### src/hw/rtl/sem_pkg.sv
package sem_pkg;

  localparam int unsigned MAX_WIDTH  = 2048;
  localparam int unsigned MAX_HEIGHT = 4096;

  localparam int unsigned COL_W  = $clog2(MAX_WIDTH);       // column counter
  localparam int unsigned ROW_W  = $clog2(MAX_HEIGHT) + 1;  // row counter, holds the height
  localparam int unsigned WREG_W = 12;
  localparam int unsigned HREG_W = 13;
  localparam int unsigned CFG_DATA_W = 13;
  localparam int unsigned CFG_IDX_W  = 1;

  localparam logic [CFG_IDX_W-1:0] CFG_IMAGE_WIDTH  = 1'b0;
  localparam logic [CFG_IDX_W-1:0] CFG_IMAGE_HEIGHT = 1'b1;

  localparam logic [WREG_W-1:0] WIDTH_RESET  = 12'd640;
  localparam logic [HREG_W-1:0] HEIGHT_RESET = 13'd480;
  localparam logic [WREG_W-1:0] WIDTH_MAX    = WREG_W'(MAX_WIDTH);
  localparam logic [HREG_W-1:0] HEIGHT_MAX   = HREG_W'(MAX_HEIGHT);

  typedef logic [31:0] pix_t;            // bgra, blue in the low byte
  typedef pix_t [8:0] win_t;             // 3x3 window, row major
  typedef logic [2:0][7:0] mag_t;        // blue, green, red

  typedef struct packed {
    logic busy;
    logic done;
  } mag_stat_t;

endpackage

### src/hw/rtl/sem_mag.sv
module sem_mag import sem_pkg::*; (
  input  logic      clk_i,
  input  logic      rst_ni,
  input  logic      start_i,
  input  win_t      win_i,
  output mag_stat_t stat_o,
  output mag_t      mag_o
);

  typedef enum logic [1:0] {
    MS_IDLE = 2'b01,
    MS_ROOT = 2'b10
  } mag_state_e;

  mag_state_e state_q, state_d;
  logic [2:0]       bit_q, bit_d;
  logic             done_q, done_d;
  logic [2:0][20:0] sq_q, sq_d;
  logic [2:0][7:0]  res_q, res_d;

  function automatic logic signed [11:0] chan(pix_t p, int unsigned ch);
    chan = $signed({4'b0, p[ch*8 +: 8]});
  endfunction

  always_comb begin
    logic signed [11:0] gx, gy;
    logic signed [23:0] sx, sy;
    logic [7:0]         t;
    logic [15:0]        tt;
    state_d = state_q;
    bit_d   = bit_q;
    done_d  = 1'b0;
    sq_d    = sq_q;
    res_d   = res_q;
    for (int unsigned ch = 0; ch < 3; ch++) begin
      gx = (chan(win_i[2], ch) - chan(win_i[0], ch))
         + 12'sd2 * (chan(win_i[5], ch) - chan(win_i[3], ch))
         + (chan(win_i[8], ch) - chan(win_i[6], ch));
      gy = (chan(win_i[6], ch) + 12'sd2 * chan(win_i[7], ch) + chan(win_i[8], ch))
         - (chan(win_i[0], ch) + 12'sd2 * chan(win_i[1], ch) + chan(win_i[2], ch));
      sx = gx * gx;
      sy = gy * gy;
      t  = res_q[ch] | (8'd1 << bit_q);
      tt = t * t;
      case (state_q)
        MS_IDLE: begin
          if (start_i) begin
            sq_d[ch]  = sx[20:0] + sy[20:0];
            res_d[ch] = 8'd0;
          end
        end
        MS_ROOT: begin
          if (tt <= sq_q[ch][15:0]) begin
            res_d[ch] = t;
          end
        end
        default: ;
      endcase
    end
    case (state_q)
      MS_IDLE: begin
        if (start_i) begin
          state_d = MS_ROOT;
          bit_d   = 3'd7;
        end
      end
      MS_ROOT: begin
        bit_d = bit_q - 3'd1;
        if (bit_q == 3'd0) begin
          state_d = MS_IDLE;
          done_d  = 1'b1;
        end
      end
      default: state_d = MS_IDLE;
    endcase
  end

  always_ff @(posedge clk_i or negedge rst_ni) begin
    if (!rst_ni) begin
      state_q <= MS_IDLE;
      bit_q   <= 3'd0;
      done_q  <= 1'b0;
    end else begin
      state_q <= state_d;
      bit_q   <= bit_d;
      done_q  <= done_d;
    end
  end

  always_ff @(posedge clk_i) begin
    sq_q  <= sq_d;
    res_q <= res_d;
  end

  // anything from 2^16 up is past 255
  always_comb begin
    for (int unsigned ch = 0; ch < 3; ch++) begin
      mag_o[ch] = (sq_q[ch][20:16] != 5'd0) ? 8'hff : res_q[ch];
    end
  end

  assign stat_o.busy = (state_q == MS_ROOT);
  assign stat_o.done = done_q;

endmodule
### config.mk
export PLATFORM = sky130hd
export DESIGN_NAME = sem_mag
export DESIGN_NICKNAME = d
export VERILOG_FILES = /design/src/hw/rtl/sem_pkg.sv /design/src/hw/rtl/sem_mag.sv
export SDC_FILE = /design/constraint.sdc
export NUM_CORES = 2
export LEC_CHECK = 0
export BUFFER_PORTS_ARGS = -buffer_cell sky130_fd_sc_hd__buf_2
export CORE_MARGIN = 3
export CORE_UTILIZATION = 45
export CTS_CLUSTER_SIZE = 24
export DETAILED_ROUTE_END_ITERATION = 7
export PLACE_DENSITY = 0.7
export SYNTH_ARGS = -nofsm -noshare
export SYNTH_HDL_FRONTEND = slang
export SYNTH_SLANG_ARGS = --single-unit
### constraint.sdc
create_clock -name clk_i -period 11.7 [get_ports clk_i]
set_input_delay 0.585 -clock clk_i [delete_from_list [all_inputs] [get_ports clk_i]]
set_output_delay 0.585 -clock clk_i [all_outputs]
set_load 0.05 [all_outputs]
* After elaboration in Yosys (flattened, before gate mapping)
Cells that the tools add are included.
** Storage, ports and cells
- Flip-flop bits (word level) :: 93
- Latch bits :: 0
- Memory bits (read-only) :: 0
- Bits in writable memories :: 0
- Memories kept :: 0
- Bits of input ports :: 291
- Output and inout port bits :: 26
** Operators by class
- Multiply operators :: 9
- Multiplexer cells :: 17
- Reductions and logical operators :: 11
- Shifts and indexed selects :: 1
- $add $sub $neg :: 34
- Divide/modulo/power cells :: 0
- Equality and inequality tests :: 7
- Bitwise logic cells :: 3
- $lt $le $gt $ge :: 3
** Operators with widths (number)
- $mul 12x12->21 :: 6
- $sub 8x8->9 :: 9
- $add 10x8->11 :: 6
- $add 21x21->21 :: 3
- $add 8x9->10 :: 6
- $mux 8 :: 7
- $le 16x16->1 :: 3
- $mul 8x8->16 :: 3
- $pmux 8 s2 :: 3
- $add 11x9->12 :: 3
- $sub 11x11->12 :: 3
- $add 9x10->11 :: 3
- $or 8x8->8 :: 3
- $reduce_bool 5->1 :: 3
- $reduce_and 3->1 :: 3
- $ne 2x1->1 const B :: 4
- $shl 1x3->8 const A :: 1
- $pmux 3 s2 :: 1
- $reduce_and 2->1 :: 3
- $mux 2 :: 2
- $pmux 2 s2 :: 1
- $logic_not 3->1 :: 1
- $mux 3 :: 1
- $sub 3x1->3 const B :: 1
- 5 further kinds :: 6

* Logic depth before layout (Yosys ltp)
- Depth after elaboration :: 6
- Depth in mapped cells :: 45

* Worst setup path before layout
No wires, ideal clock.
- Path kind :: input-to-reg
- From :: in win_i[1] (netlist name)
- To :: reg sq_q[19] (netlist name), data pin
- Arrival :: 9.436 ns
- Path buffers :: 0
- Data required time :: 11.442 ns
- Slack :: 2.007 ns
- Stages on the path :: 40
- Cell sequence :: inv_1 > ha_1 > nor2b_1 > o21ai_0 > nand2_1 > and2_1 > o21ai_0 > nand2b_1 > a21o_1 > a21oi_1 > xor2_1 > fa_1 > inv_1 > ha_1 > or4_4 > a31o_4 > a21oi_4 > xnor2_1 > (+4 left out) > fa_1 > inv_1 > fa_1 > fa_1 > inv_1 > fa_1 > fa_1 > inv_1 > fa_1 > inv_1 > ha_1 > nand2_1 > nor2_1 > a221o_1 > o41ai_2 > o2111ai_1 > a21oi_1 > xnor2_1
** Between the ends
- Word-level cells in the longest chain between the ends :: 5
- Elaborated cells between the ends (all ways) :: 9
- Those cells by class :: add/sub: 7; mul: 2
** RTL lines
- start, declared :: line sem_mag.sv:5 : input win_t win_i,
- $add 8x9->10 / $sub 8x8->9 (equally long branches) :: line sem_mag.sv:40, sem_mag.sv:36
- $add 10x8->11 / $add 9x10->11 (equally long branches) :: line sem_mag.sv:40, sem_mag.sv:37
- $sub 11x11->12 / $add 11x9->12 (equally long branches) :: line sem_mag.sv:40, sem_mag.sv:38
- $mul 12x12->21, on equally long branches :: line sem_mag.sv:42, sem_mag.sv:41
- $add 21x21->21 * :: line sem_mag.sv:48 : sq_d[ch] = sx[20:0] + sy[20:0];
- end signal, assigned :: line sem_mag.sv:91 : sq_q <= sq_d;
- end, declared :: line sem_mag.sv:18 : logic [2:0][20:0] sq_q, sq_d;
Mark *: on every way between the ends. The rest lies on a longest branch, timed or not.
A chain may end at the register's enable or synchronous reset.

* Worst setup path after layout
Ends and elaborated chain as after synthesis.

==> Flow_metrics.wiki <==
{| class="wikitable"
! Metric !! Value
|-
| Wire length of the first global-routing pass || approximately 150000 um
|-
| Signal arrival time at the worst endpoint || 10.59 ns
|-
| Gate count of the mapped netlist || 4647
|-
| Post-synth ARST share || 0.0645
|-
| Highest-delay cell along the critical path || sky130_fd_sc_hd__fa_1
|-
| Final antenna-violating net count || 0
|-
| Max-capacitance violation count || 0
|-
| GRT overflow || 0
|-
| Minimum clock period || 10.47 ns
|-
| Number of DRC violations after detailed-routing iteration 0 || 1376
|-
| Number of post-CTS setup repair buffers || 0
|-
| Sequential cell area fraction in the yosys report || 0.0645
|-
| Fraction of synthesized cell area taken by the top area cell type || 0.432
|-
| Biggest cell delay along the critical path || a little under 0.6 ns
|-
| Worst slew pin tran || 1.03 ns
|-
| Main area contributors after synthesis || sky130_fd_sc_hd__fa_1 (43%), sky130_fd_sc_hd__ha_1 (15%), sky130_fd_sc_hd__inv_1 (13%)
|-
| Routed wire length || 87300 um
|-
| DP Worst Slack || about 0.83 ns
|-
| Maximum clock path buffer count || 2
|-
| Most repeated cell in the gate-level netlist after synthesis || sky130_fd_sc_hd__inv_1
|-
| Max-slew headroom || 0.308
|-
| Critical Path End Type || flip-flop
|-
| Fin util || 0.490
|-
| Number of buffers added by the clock tree synthesis step || 9
|-
| Avg Inst Size Synth || 9.22 um^2
|-
| Root buffer selected by CTS || sky130_fd_sc_hd__clkbuf_16
|-
| Cell total after placement || between 6000 and 7000
|-
| CP required || 11.82 ns
|-
| Synthesized Nets || 6383
|-
| Residual DRC count || 0
|-
| Status || finished, final reports clean
|-
| Critical Path Source Type || input port
|-
| Antenna violations before repair || 2
|-
| Clk Latency, worst-skew pair || 0.37 ns
|-
| Count of vias placed by the detailed router || ~30000
|-
| Fraction of layout cells with a size suffix above 1 || 0.0658
|-
| TritonCTS clock tree || done
|-
| Final critical-path setup slack || 1.23 ns
|-
| Number of placement rows || between 100 and 150
|-
| Final routed wire length divided by cell count || 14.2 um
|-
| Clock Sinks || 93
|-
| Synth Flop Type || sky130_fd_sc_hd__edfxtp_1
|-
| CORE AREA || 93900 um^2
|-
| Number of global-route vias before repair || 32700
|-
| Number of synthesized flops with an enable pin || 87
|-
| Timing-limited maximum frequency || approximately 0.096 GHz
|-
| Top cell types by occurrence after synthesis || sky130_fd_sc_hd__inv_1 (1448), sky130_fd_sc_hd__fa_1 (925), sky130_fd_sc_hd__ha_1 (520)
|-
| Final setup violation count || 0
|-
| Maximum number of pins on one net before global-route repair || between 60 and 70
|-
| Critical path peak fanout || 6
|-
| H-tree levels || 3
|-
| RSZ-0062 raised after global routing || false
|-
| Total Negative Setup Slacks || 0 ns
|-
| Path class of the lowest-slack min-delay path || input port to async pin
|-
| Combined area of all synthesized cells || 42800 um^2
|-
| Fin cells || 6136
|-
| Combined buffer and inverter count along the critical path || 9
|-
| Chip Width || roughly 310 um
|-
| Final layout net count || 6613
|-
| Port Buffers || 220
|-
| Worst Setup Path Type || input port to flip-flop
|-
| Total inserted antenna cells || 0
|-
| DIE AREA || 98900 um^2
|-
| Fraction of the cycle the final worst path needs || 0.895
|-
| Clock transition at the register clock pins on the worst setup and hold paths after CTS || 0.07 ns
|-
| Signed area change from the synthesized netlist to the final layout || 7.36%
|-
| Max Slew Vio Count || 0
|-
| Detailed-router iteration count before antenna repair || 6
|-
| Post-synthesis cell type count || 68
|-
| Synth warn || 0
|-
| Gpl congestion || roughly 0.90
|-
| Placed wire-length estimate after detailed placement || 79700 um
|-
| Num ports || 317
|-
| Starting utilization of the core area || 0.456
|-
| Largest clock skew in the final design || 0.0109 ns
|-
| Family with the most delay on the worst path || adder cells
|-
| Number of vias per cell after detailed routing || 4.85
|-
| Library cell with the largest summed area after synthesis || sky130_fd_sc_hd__fa_1
|-
| Final-report hold violation count || 0
|-
| Overall routing resource usage || 0.189
|-
| Y dimension of the die || 315 um
|-
| Synthesized flop and latch total || between 90 and 100
|}
-- state kept, by name, summed over array words and instances, names as in the netlist --
name and cells:
sq_q 63, res_q 24, state_q 2, done_q 1, bit_q 3
-- worst reg2reg max path, stage by stage (launching register included) --
cell and delay, ns:
sky130_fd_sc_hd__dfrtp_1 0.42, sky130_fd_sc_hd__inv_1 0.12, sky130_fd_sc_hd__ha_1 0.24, sky130_fd_sc_hd__nor2b_1 0.75
sky130_fd_sc_hd__nor2_1 0.36, sky130_fd_sc_hd__or2_2 0.41, sky130_fd_sc_hd__inv_1 0.11, sky130_fd_sc_hd__fa_1 0.41
sky130_fd_sc_hd__xnor2_1 0.21, sky130_fd_sc_hd__xnor2_1 0.11, sky130_fd_sc_hd__fa_1 0.49, sky130_fd_sc_hd__inv_1 0.05
sky130_fd_sc_hd__fa_1 0.47, sky130_fd_sc_hd__inv_1 0.05, sky130_fd_sc_hd__ha_1 0.31, sky130_fd_sc_hd__a21o_1 0.17
sky130_fd_sc_hd__a21o_1 0.19, sky130_fd_sc_hd__a21o_1 0.19, sky130_fd_sc_hd__a41o_1 0.26, sky130_fd_sc_hd__o41a_1 0.33
sky130_fd_sc_hd__xor2_1 0.17, sky130_fd_sc_hd__ha_1 0.30, sky130_fd_sc_hd__nand4_1 0.17, sky130_fd_sc_hd__nor2_1 0.07
sky130_fd_sc_hd__a211oi_1 0.32, sky130_fd_sc_hd__o31ai_1 0.16, sky130_fd_sc_hd__a22oi_1 0.67
-- kinds of logic after synthesis --
family,after synthesis,share of synthesized area
xor gates and xnor gates,274,0.0568
buffers and inverters,1509,0.132
adders and majority gates,1445,0.584
DFF,93,0.0645
muxes,4,0.00102
and+or+nand+nor,917,0.0992
AOI/OAI and AO/OA,405,0.0618
-- metal layers --
| metal | GRT usage | share of wire | up-vias |
|---|---|---|---|
| met5 | 0 | 0 | - |
| met4 | 0.0275 | 0.013 | 0 |
| met3 | 0.0244 | 0.054 | 77 |
| met2 | 0.329 | 0.49 | 644 |
| met1 | 0.258 | 0.44 | 14800 |
| li1 | - | - | 14200 |
-- timing repair --
action / CTS / global route
resized for setup: 0 / 0
hold buffers: 1 / 0
endpoints found under the setup margin: 0 / 0
endpoints found under the hold margin: 2 / 0
-- layout by cell type, fill, tap and decap left out, types with 47 or more instances in the layout --
cell type,netlist,layout
sky130_fd_sc_hd__inv_1,1448,1447
sky130_fd_sc_hd__fa_1,925,925
sky130_fd_sc_hd__ha_1,520,520
sky130_fd_sc_hd__nor2_1,320,320
sky130_fd_sc_hd__nand2_1,259,259
sky130_fd_sc_hd__buf_2,0,220
sky130_fd_sc_hd__xnor2_1,213,213
sky130_fd_sc_hd__a21oi_1,127,127
sky130_fd_sc_hd__and2_1,97,97
sky130_fd_sc_hd__edfxtp_1,87,87
sky130_fd_sc_hd__a21o_1,76,76
sky130_fd_sc_hd__o21ai_0,74,74
sky130_fd_sc_hd__xor2_1,59,59
sky130_fd_sc_hd__nand2b_1,47,47
-- worst paths after layout --
kind,start,endpoint,slack (ns),cells after the start
max,win_i[1],sq_q[19],1.23,40
max reg2reg,bit_q[1],res_q[8],3.81,26
min in group clk_i,bit_q[0],bit_q[0],0.57,1
min,rst_ni,state_q[1],0.57,2
max in group asynchronous,rst_ni,state_q[0],10.91,2
min reg2reg,bit_q[0],bit_q[0],0.57,1
-- through the flow --
stage / hold WS, ns / cell area, um^2
after floorplan: 0.289 / 42800
after global placement: 0.418 / 45700
after detailed placement: 0.426 / 45700
after CTS: 0.533 / 46000
after global routing: 0.568 / 46000
final: 0.566 / 46000
-- layout make-up --
type / instances / area [um^2]
clock inverter: 6 / 70.1
tap: 1254 / 1570
multi-input combinational: 3045 / 34400
sequential: 93 / 2760
inverter: 1461 / 5480
timing repair buffer: 267 / 1460
clock buffer: 10 / 239
fill: 8832 / 47900
Power is left out: the tool's default activity adds up to more than one toggle a clock period on the data nets, which glitch-free logic cannot reach.
